[src/hdl/byte_stuffing_escaper_defines.svh]
// Assertion macros shared by the byte stuffing escaper RTL
`ifndef BYTE_STUFFING_ESCAPER_DEFINES_SVH
`define BYTE_STUFFING_ESCAPER_DEFINES_SVH

// Same-cycle implication, checked on every rising edge outside reset
`define BSE_ASSERT_IMP(lbl, ante, cons, msg) \
  lbl: assert property (@(posedge clk_i) disable iff (!rst_ni) (ante) |-> (cons)) \
    else $error(msg);

// Next-cycle implication, checked on every rising edge outside reset
`define BSE_ASSERT_NXT(lbl, ante, cons, msg) \
  lbl: assert property (@(posedge clk_i) disable iff (!rst_ni) (ante) |=> (cons)) \
    else $error(msg);

`endif

[src/hdl/bse_pkg.sv]
// Types and constants of the byte stuffing escaper
`timescale 1ns / 1ps

package bse_pkg;

  localparam int unsigned MAX_FRAME = 4096;
  localparam int unsigned BYTE_W    = 8;
  localparam int unsigned LEN_W     = 13;
  localparam int unsigned CFG_IDX_W = 2;
  localparam int unsigned CFG_DAT_W = 13;
  localparam int unsigned RES_DEPTH = 3;
  localparam int unsigned RES_CNT_W = 2;

  localparam logic [LEN_W-1:0] MAX_FRAME_LEN = LEN_W'(MAX_FRAME);

  typedef enum logic [CFG_IDX_W-1:0] {
    CFG_FLAG_VALUE   = 2'd0,
    CFG_ESCAPE_VALUE = 2'd1,
    CFG_XOR_MASK     = 2'd2,
    CFG_CAPACITY     = 2'd3
  } cfg_reg_e;

  localparam logic [BYTE_W-1:0] RST_FLAG_VALUE   = 8'd126;
  localparam logic [BYTE_W-1:0] RST_ESCAPE_VALUE = 8'd125;
  localparam logic [BYTE_W-1:0] RST_XOR_MASK     = 8'd32;
  localparam logic [LEN_W-1:0]  RST_CAPACITY     = 13'd4096;

  typedef struct packed {
    logic [BYTE_W-1:0] out_byte;
    logic              is_data;
    logic [LEN_W-1:0]  frame_length;
    logic              overflowed;
    logic              run_last;
  } result_t;

endpackage

[src/hdl/byte_stuffing_escaper.sv]
// Byte stuffing escaper top level: escape, capacity check and result queue
`timescale 1ns / 1ps
`include "byte_stuffing_escaper_defines.svh"

// Channel  | Direction | Handshake              | Payload
// ---------+-----------+------------------------+------------------------------------------
// input    | in        | in_valid_i / in_stall_o | data_byte_i, frame_last_i
// output   | out       | out_valid_o/out_stall_i | out_byte_o, is_data_o, frame_length_o,
//          |           |                        | overflowed_o, run_last_o
// config   | in        | cfg_we_i               | cfg_index_i, cfg_data_i
//
// Each request is escaped and checked against capacity in the cycle it is
// accepted; its results, up to three, go into a three-entry result queue.
// The queue feeds an output register that issues one result per cycle while
// the output is not stalled. A plain byte gives one result, an escape pair or
// a plain last byte two, and an escaped last byte three; a dropped byte that
// is not the last gives nothing, and a dropped last byte gives only status.
// A new request is taken once the queue is empty or its final entry moves
// to the output register in that cycle; output stalls hold the register.
// Reset clears the frame count, the overflow state, the queue and the
// output register and loads the register defaults.

module byte_stuffing_escaper (
  input  logic                          clk_i,
  input  logic                          rst_ni,
  input  logic                          in_valid_i,
  output logic                          in_stall_o,
  input  logic [bse_pkg::BYTE_W-1:0]    data_byte_i,
  input  logic                          frame_last_i,
  output logic                          out_valid_o,
  input  logic                          out_stall_i,
  output logic [bse_pkg::BYTE_W-1:0]    out_byte_o,
  output logic                          is_data_o,
  output logic [bse_pkg::LEN_W-1:0]     frame_length_o,
  output logic                          overflowed_o,
  output logic                          run_last_o,
  input  logic                          cfg_we_i,
  input  logic [bse_pkg::CFG_IDX_W-1:0] cfg_index_i,
  input  logic [bse_pkg::CFG_DAT_W-1:0] cfg_data_i
);

  import bse_pkg::*;

  // Configuration registers
  logic [BYTE_W-1:0] flag_value_q;
  logic [BYTE_W-1:0] escape_value_q;
  logic [BYTE_W-1:0] xor_mask_q;
  logic [LEN_W-1:0]  capacity_q;

  // Frame state
  logic [LEN_W-1:0] out_count_q, out_count_d;
  logic             dropping_q, dropping_d;

  // Result queue, head at entry 0
  result_t              queue_q [RES_DEPTH];
  logic [RES_CNT_W-1:0] queue_cnt_q;

  // Output register
  result_t out_q;
  logic    out_valid_q;

  logic in_acc;
  logic pop;
  logic queue_free;

  // Request decode
  logic [LEN_W-1:0]     cap;
  logic [LEN_W-1:0]     room;
  logic                 needs_esc;
  logic [1:0]           n_data;
  logic [RES_CNT_W-1:0] n_total;
  result_t              data0, data1, status;
  result_t              load [RES_DEPTH];

  // Move the queue head out whenever the output register is free or drains
  assign pop        = (queue_cnt_q != '0) && (!out_valid_q || !out_stall_i);
  assign queue_free = (queue_cnt_q == '0) || ((queue_cnt_q == RES_CNT_W'(1)) && pop);
  assign in_stall_o = !queue_free;
  assign in_acc     = in_valid_i && queue_free;

  always_comb begin
    cap       = (capacity_q > MAX_FRAME_LEN) ? MAX_FRAME_LEN : capacity_q;
    room      = (out_count_q < cap) ? (cap - out_count_q) : '0;
    needs_esc = (data_byte_i == flag_value_q) || (data_byte_i == escape_value_q);

    out_count_d = out_count_q;
    dropping_d  = dropping_q;
    n_data      = 2'd0;

    if (!dropping_q) begin
      if (needs_esc) begin
        if (room < LEN_W'(2)) begin
          dropping_d = 1'b1;
        end else begin
          n_data      = 2'd2;
          out_count_d = out_count_q + LEN_W'(2);
        end
      end else if (room != '0) begin
        n_data      = 2'd1;
        out_count_d = out_count_q + LEN_W'(1);
      end else begin
        dropping_d = 1'b1;
      end
    end

    data0 = '{out_byte: needs_esc ? escape_value_q : data_byte_i, is_data: 1'b1,
              frame_length: '0, overflowed: 1'b0, run_last: 1'b0};
    data1 = '{out_byte: data_byte_i ^ xor_mask_q, is_data: 1'b1,
              frame_length: '0, overflowed: 1'b0, run_last: 1'b0};
    status = '{out_byte: '0, is_data: 1'b0, frame_length: out_count_d,
               overflowed: dropping_d, run_last: 1'b0};

    n_total = RES_CNT_W'(n_data) + RES_CNT_W'(frame_last_i);

    // Status lands straight after the data results
    load[0] = (n_data != 2'd0) ? data0 : status;
    load[1] = (n_data == 2'd2) ? data1 : status;
    load[2] = status;
    for (int i = 0; i < RES_DEPTH; i++) begin
      load[i].run_last = (RES_CNT_W'(i) == (n_total - RES_CNT_W'(1)));
    end

    // End of frame: restart the count after the status result
    if (frame_last_i) begin
      out_count_d = '0;
      dropping_d  = 1'b0;
    end
  end

  always_ff @(posedge clk_i or negedge rst_ni) begin
    if (!rst_ni) begin
      flag_value_q   <= RST_FLAG_VALUE;
      escape_value_q <= RST_ESCAPE_VALUE;
      xor_mask_q     <= RST_XOR_MASK;
      capacity_q     <= RST_CAPACITY;
    end else if (cfg_we_i) begin
      case (cfg_reg_e'(cfg_index_i))
        CFG_FLAG_VALUE:   flag_value_q   <= cfg_data_i[BYTE_W-1:0];
        CFG_ESCAPE_VALUE: escape_value_q <= cfg_data_i[BYTE_W-1:0];
        CFG_XOR_MASK:     xor_mask_q     <= cfg_data_i[BYTE_W-1:0];
        CFG_CAPACITY:     capacity_q     <= cfg_data_i[LEN_W-1:0];
        default: ;
      endcase
    end
  end

  // Frame state advances only on an accepted request
  always_ff @(posedge clk_i or negedge rst_ni) begin
    if (!rst_ni) begin
      out_count_q <= '0;
      dropping_q  <= 1'b0;
    end else if (in_acc) begin
      out_count_q <= out_count_d;
      dropping_q  <= dropping_d;
    end
  end

  // Queue count: load replaces whatever is left, else drop the popped head
  always_ff @(posedge clk_i or negedge rst_ni) begin
    if (!rst_ni) begin
      queue_cnt_q <= '0;
    end else if (in_acc) begin
      queue_cnt_q <= n_total;
    end else if (pop) begin
      queue_cnt_q <= queue_cnt_q - RES_CNT_W'(1);
    end
  end

  always_ff @(posedge clk_i) begin
    if (in_acc) begin
      for (int i = 0; i < RES_DEPTH; i++) begin
        queue_q[i] <= load[i];
      end
    end else if (pop) begin
      for (int i = 0; i < RES_DEPTH - 1; i++) begin
        queue_q[i] <= queue_q[i+1];
      end
    end
  end

  // Output register: hold while stalled, refill from the queue head
  always_ff @(posedge clk_i or negedge rst_ni) begin
    if (!rst_ni) begin
      out_valid_q <= 1'b0;
    end else if (pop) begin
      out_valid_q <= 1'b1;
    end else if (!out_stall_i) begin
      out_valid_q <= 1'b0;
    end
  end

  always_ff @(posedge clk_i) begin
    if (pop) begin
      out_q <= queue_q[0];
    end
  end

  assign out_valid_o    = out_valid_q;
  assign out_byte_o     = out_q.out_byte;
  assign is_data_o      = out_q.is_data;
  assign frame_length_o = out_q.frame_length;
  assign overflowed_o   = out_q.overflowed;
  assign run_last_o     = out_q.run_last;

  // Checks
  `BSE_ASSERT_IMP(a_count_bound, 1'b1, out_count_q <= MAX_FRAME_LEN, "frame count beyond limit")
  `BSE_ASSERT_NXT(a_frame_restart, in_acc && frame_last_i, (out_count_q == '0) && !dropping_q, "frame state not cleared after last byte")
  `BSE_ASSERT_IMP(a_status_last, out_valid_o && !is_data_o, run_last_o, "status result without run_last")
  `BSE_ASSERT_IMP(a_data_clean, out_valid_o && is_data_o, (frame_length_o == '0) && !overflowed_o, "data result carries status fields")

endmodule

[config.mk]
export PLATFORM = sky130hd
export DESIGN_NAME = byte_stuffing_escaper
export DESIGN_NICKNAME = d
export VERILOG_FILES = /design/src/hdl/bse_pkg.sv /design/src/hdl/byte_stuffing_escaper.sv
export VERILOG_INCLUDE_DIRS = /design/src /design/src/hdl
export SDC_FILE = /design/constraint.sdc
export NUM_CORES = 1
export LEC_CHECK = 0
export BUFFER_PORTS_ARGS = -buffer_cell sky130_fd_sc_hd__buf_4
export CAP_MARGIN = 10
export CORE_MARGIN = 1.5
export CORE_UTILIZATION = 40
export DETAILED_ROUTE_END_ITERATION = 8
export GPL_ROUTABILITY_DRIVEN = 0
export PLACE_DENSITY = 0.56
export SLEW_MARGIN = 20
export SYNTH_ARGS = -nofsm -noshare
export SYNTH_HDL_FRONTEND = slang
export SYNTH_SLANG_ARGS = --single-unit
[constraint.sdc]
create_clock -name clk_i -period 3.9 [get_ports clk_i]
set_clock_uncertainty 0.05 [all_clocks]
set_input_delay 0 -clock clk_i [delete_from_list [all_inputs] [get_ports clk_i]]
set_output_delay 0 -clock clk_i [all_outputs]
set_load 0.02 [all_outputs]
Yosys cells after proc, flatten, opt, wreduce, memory -nomap -nowiden
Memory sizes are Yosys's and may differ from the RTL's. A register that Yosys moved wholly into a read port is not among the register bits.
Index checks and enable logic that the tools add are counted.
Widths: inputs -> output; s select.
- bitwise gates (word level): 3
- add/subtract/negate cells: 6
- order comparisons: 3
- reductions and logical operators: 20
- multiplexer cells: 30
- eq/ne operators: 10
- operators by type and width (operator ; count):
    $mux 24 ; 4
    $mux 13 ; 7
    $eq 8x8->1 ; 2
    $add 13x1->13 const B ; 1
    $add 13x2->13 const B ; 1
    $gt 13x13->1 const B ; 1
    $lt 13x13->1 ; 1
    $lt 13x2->1 const B ; 1
    $mux 1 ; 13
    $reduce_bool 13->1 ; 1
    $sub 13x13->13 ; 1
    $mux 2 ; 5
    $mux 8 ; 1
    $reduce_and 2->1 ; 4
    $xor 8x8->8 ; 1
    $eq 2x2->1 const B ; 3
    $logic_not 2->1 ; 3
    $reduce_bool 2->1 ; 3
    $eq 2x1->1 const B ; 2
    $sub 2x1->2 const B ; 2
    $logic_and 1x1->1 ; 3
    $logic_not 1->1 ; 3
    $logic_or 1x1->1 ; 3
    $add 2x1->2 ; 1
    other kinds (4) ; 5
- register bits: 54
- bits of input ports: 29
- word-level logic and storage cells: 81
- output and inout port bits: 26
- RAM bits: 72
- memories kept: 1
- memories (memory ; words ; width ; rd ports ; clocked after Yosys merged registers in ; wr ports ; RTL line ; text):
    queue_q ; 3 ; 24 ; 3 ; 1 ; 3 ; byte_stuffing_escaper.sv:55 ; result_t queue_q [RES_DEPTH];

Logic depth before layout (Yosys ltp)
- depth in word-level cells: 12
- depth in mapped cells: 15
- gate-level depth less buffers: 12

Worst setup path after synthesis
No wires, ideal clock.
- kind: register -> register
- start: register capacity_q[12]
- end: memory queue_q[0][0] (netlist name), data pin
- buffers on the path: 1
- library setup time: 256 ps
- arrival time: 3369 ps
- cell stages (with the launch flop): 13
- slack: 225 ps
- data required time: 3594 ps
- cell sequence: dfstp_2 -> clkbuf_1 -> nor2b_1 -> ha_1 -> a21oi_4 -> nor3b_2 -> or4_4 -> a2111oi_4 -> and4_1 -> a21oi_2 -> ha_1 -> xnor2_1 -> a31o_2
- RTL lines (element ; RTL line ; text):
    start: declaration ; byte_stuffing_escaper.sv:48 ; logic [LEN_W-1:0] capacity_q;
    start signal: assignment ; byte_stuffing_escaper.sv:141 ; CFG_CAPACITY: capacity_q <= cfg_data_i[LEN_W-1:0];
    end: declaration ; byte_stuffing_escaper.sv:55 ;

==> results.toml <==
[layout]
nets = 762
diodes = 0
syn2layout_area_growth_pct = 22.50
fin_area_um2 = 8911
drive_gt1_frac = 0.2749

[placed_design]
place_hpwl_um = 11450
pre_cts_ws_ns = 0.08686
io_buffers = 54
place_area_um2 = 8019

[floorplan]
die_y_um = 137.9
start_util = 0.4063
ios = 55
dieArea_um2 = 19000
num_rows = 49
design.core.area_um2 = 17900
die_x_um = 137.9

[cts]
cts-buffers-inserted = 17
clock_sinks = 141
clock_path_buffers = 2
cts_tree = "built"
clk_latency_ns = 0.42
cts-root-buf = "clkbuf_16"
clk_pin_slew_ns = 0.06
cts_htree_levels = 4

[power]
ir_drop_v = 0.0007841
power_density_nw_per_um2 = 741.9
p_leak_uw = 0.003452

[synth]
syn-num-nets = 657
ys_seq_area_frac = 0.5473
avgSynthCellArea_um2 = 12.00
async_flop_share = 0.3830
synth.distinct_cells = 67
ys_ff_latch = 141
synthTopCellsByCount = "87 x edfxtp_1, 60 x nand2_1, 43 x nor2_1, 40 x dfrtp_1, 38 x mux2_2"
yosys.cell_count.top_type = "edfxtp_1"
syn_area_um2 = 7274
yosysTopAreaCell = "edfxtp_1"
syn_inst = 606
synth_area_leaders = "edfxtp_1 36%, dfrtp_1 14%, mux2_2 5.9%, dfstp_2 5.1%, xnor2_1 4.5%"
synth_edf_count = 87
synth_top_area_share = 0.3591
synth_ff_type = "edfxtp_1"
yosys_warnings = 0

[worst_setup_path]
worstSetupStartpointType = "flop"
end_kind = "flop"
cp.depth = 12
critical_path_class = "flop to flop"
path_buf_inv = 2
path_max_fanout = 14
slowest_stage = "dfstp_2"
cpPeakStageDelay_ns = 0.59
crit_required_ns = 4.02
r2r_cells = 12
crit_top_cell = "buf_4"
crit_path_cell_trace = "buf_4 -> nand2b_1 -> ha_1 -> nand3b_1 -> a211oi_2 -> or4_4 -> a2111oi_4 -> o2111a_4 -> a21boi_4 -> buf_4 -> and2_1 -> xnor2_1"
arrival_ns = 3.83
cp_top_family = "compound AO/OA/AOI/OAI gates"

[grt]
grt_start_max_net_pins = 55
track_usage = 0.1825
grt_pass1_wl_um = 26050
antenna_found_initial = 0
grt_pass1_vias = 4975
gr-total-overflow = 0

[detailed_routing]
drc_errors = 0
first_pass_iters = 5
vias_per_cell = 5.361
wl_um = 16260
wl_per_cell_um = 17.07
drt_iter0_drc = 325
vias = 5109
drtAntennaViolNets = 0

[timing]
fin_crit_ns = 3.712
drv_slew = 0
fmax_ghz = 0.2694
rsz0062_at_grt = "no"
finalSetupViolations = 0
hold_violations = 0
post-route-period-util = 0.9518
final_critical_path_setup_slack_ns = 0.1881
slew_headroom = 0.5007
tns_ns = 0
tightest_slew_ns = 0.7489

[min_path]
hold_depth = 4
hp-class = "input port to flop"

[outcome]
status = "complete, no violations"

[job]
cap_viol_max_count = 0
## per-layer routing
layer  wire (um)  vias up  global-route usage
met5           0        -                   0
met1        7800     2512              0.2536
met3         690       15             0.03874
li1            -     2447                   -
met4         221        0             0.06597
met2        7553      135              0.2814
## layout by cell type, fill, tap and decap left out, drive strengths merged, types with 12 or more instances in the layout
master | netlist | layout
xnor2 | 37 | 37
buf | 10 | 87
o21ai | 19 | 19
mux2 | 38 | 38
ha | 21 | 21
dfstp | 14 | 14
nand4 | 12 | 12
clkbuf | 15 | 19
a21oi | 20 | 20
dfrtp | 40 | 40
o31ai | 23 | 23
nor2 | 43 | 43
inv | 29 | 34
edfxtp | 87 | 87
dlygate4sd3 | 0 | 24
nand3 | 12 | 12
nand2 | 61 | 61
## final cells by class
| cell class | instances | area [um^2] |
|---|---|---|
| tap | 229 | 286.5 |
| inverter | 29 | 108.9 |
| clock inverter | 13 | 115.1 |
| timing repair buffer | 111 | 893.4 |
| sequential | 141 | 3981 |
| multi-input combinational | 411 | 3093 |
| fill | 1581 | 8991 |
| clock buffer | 19 | 432.9 |
## final timing paths
path	startpoint	endpoint	slack, ns
setup / recovery	capacity_q[12]	queue_q[2][6]	0.19
hold / removal	cfg_index_i[1]	flag_value_q[1]	0.1
setup reg to reg	capacity_q[12]	queue_q[2][6]	0.19
hold reg to reg	queue_q[0][10]	frame_length_o[8]	0.36
max in group asynchronous	rst_ni	escape_value_q[1]	3.18
min in group asynchronous	rst_ni	out_valid_o	0.12
## flip-flops by register name (all words and copies together), names as in the netlist, 2 cells and up
register and count:
queue_cnt_q 2, xor_mask_q 8, out_byte_o 8, flag_value_q 8
capacity_q 13, queue_q 63, frame_length_o 13, out_count_q 13
escape_value_q 8
## worst register-to-register path: stages (launching register included)
cell and delay (ns):
dfstp_2 0.59, buf_4 0.17, nand2b_1 0.14, ha_1 0.20, nand3b_1 0.19, a211oi_2 0.13, or4_4 0.54, a2111oi_4 0.43
o2111a_4 0.40, a21boi_4 0.16, buf_4 0.18, and2_1 0.16, xnor2_1 0.12
## where the power goes
| group | internal [uW] | switching (uW) |
|---|---|---|
| clock network | 880 | 637 |
| registers | 2370 | 202 |
| logic | 989 | 1530 |
| total | 4240 | 2370 |
## what timing repair did
item,in CTS,in global routing
hold endpoints to repair,92,0
setup buffers,0,10
setup endpoints to repair,0,34
hold buffers,24,0
resized for setup,0,8
## through the flow
step	std cells	hold WS [ns]	utilization	total power, uW
global placement	887	0.05924	0.4479	4987
floorplan	606	-0.3456	-	4250
finish	953	0.09570	0.4978	6611
CTS	943	0.08080	0.4920	6574
global route	953	0.1055	0.4978	7036
detailed placement	887	0.07189	0.4479	5029
## cell families (layout without fill, tap and decap cells)
| logic type | count (synthesis) | in the layout | share of synthesized area |
|---|---|---|---|
| simple gates | 171 | 171 | 0.1142 |
| flops | 141 | 141 | 0.5473 |
| compound gates | 127 | 127 | 0.1424 |
| buf+inv | 54 | 172 | 0.03285 |
| mux | 48 | 48 | 0.07258 |
| xor+xnor | 43 | 43 | 0.05177 |
| fa+ha+maj | 22 | 22 | 0.03887 |
Power figures use the tool's default switching activity.
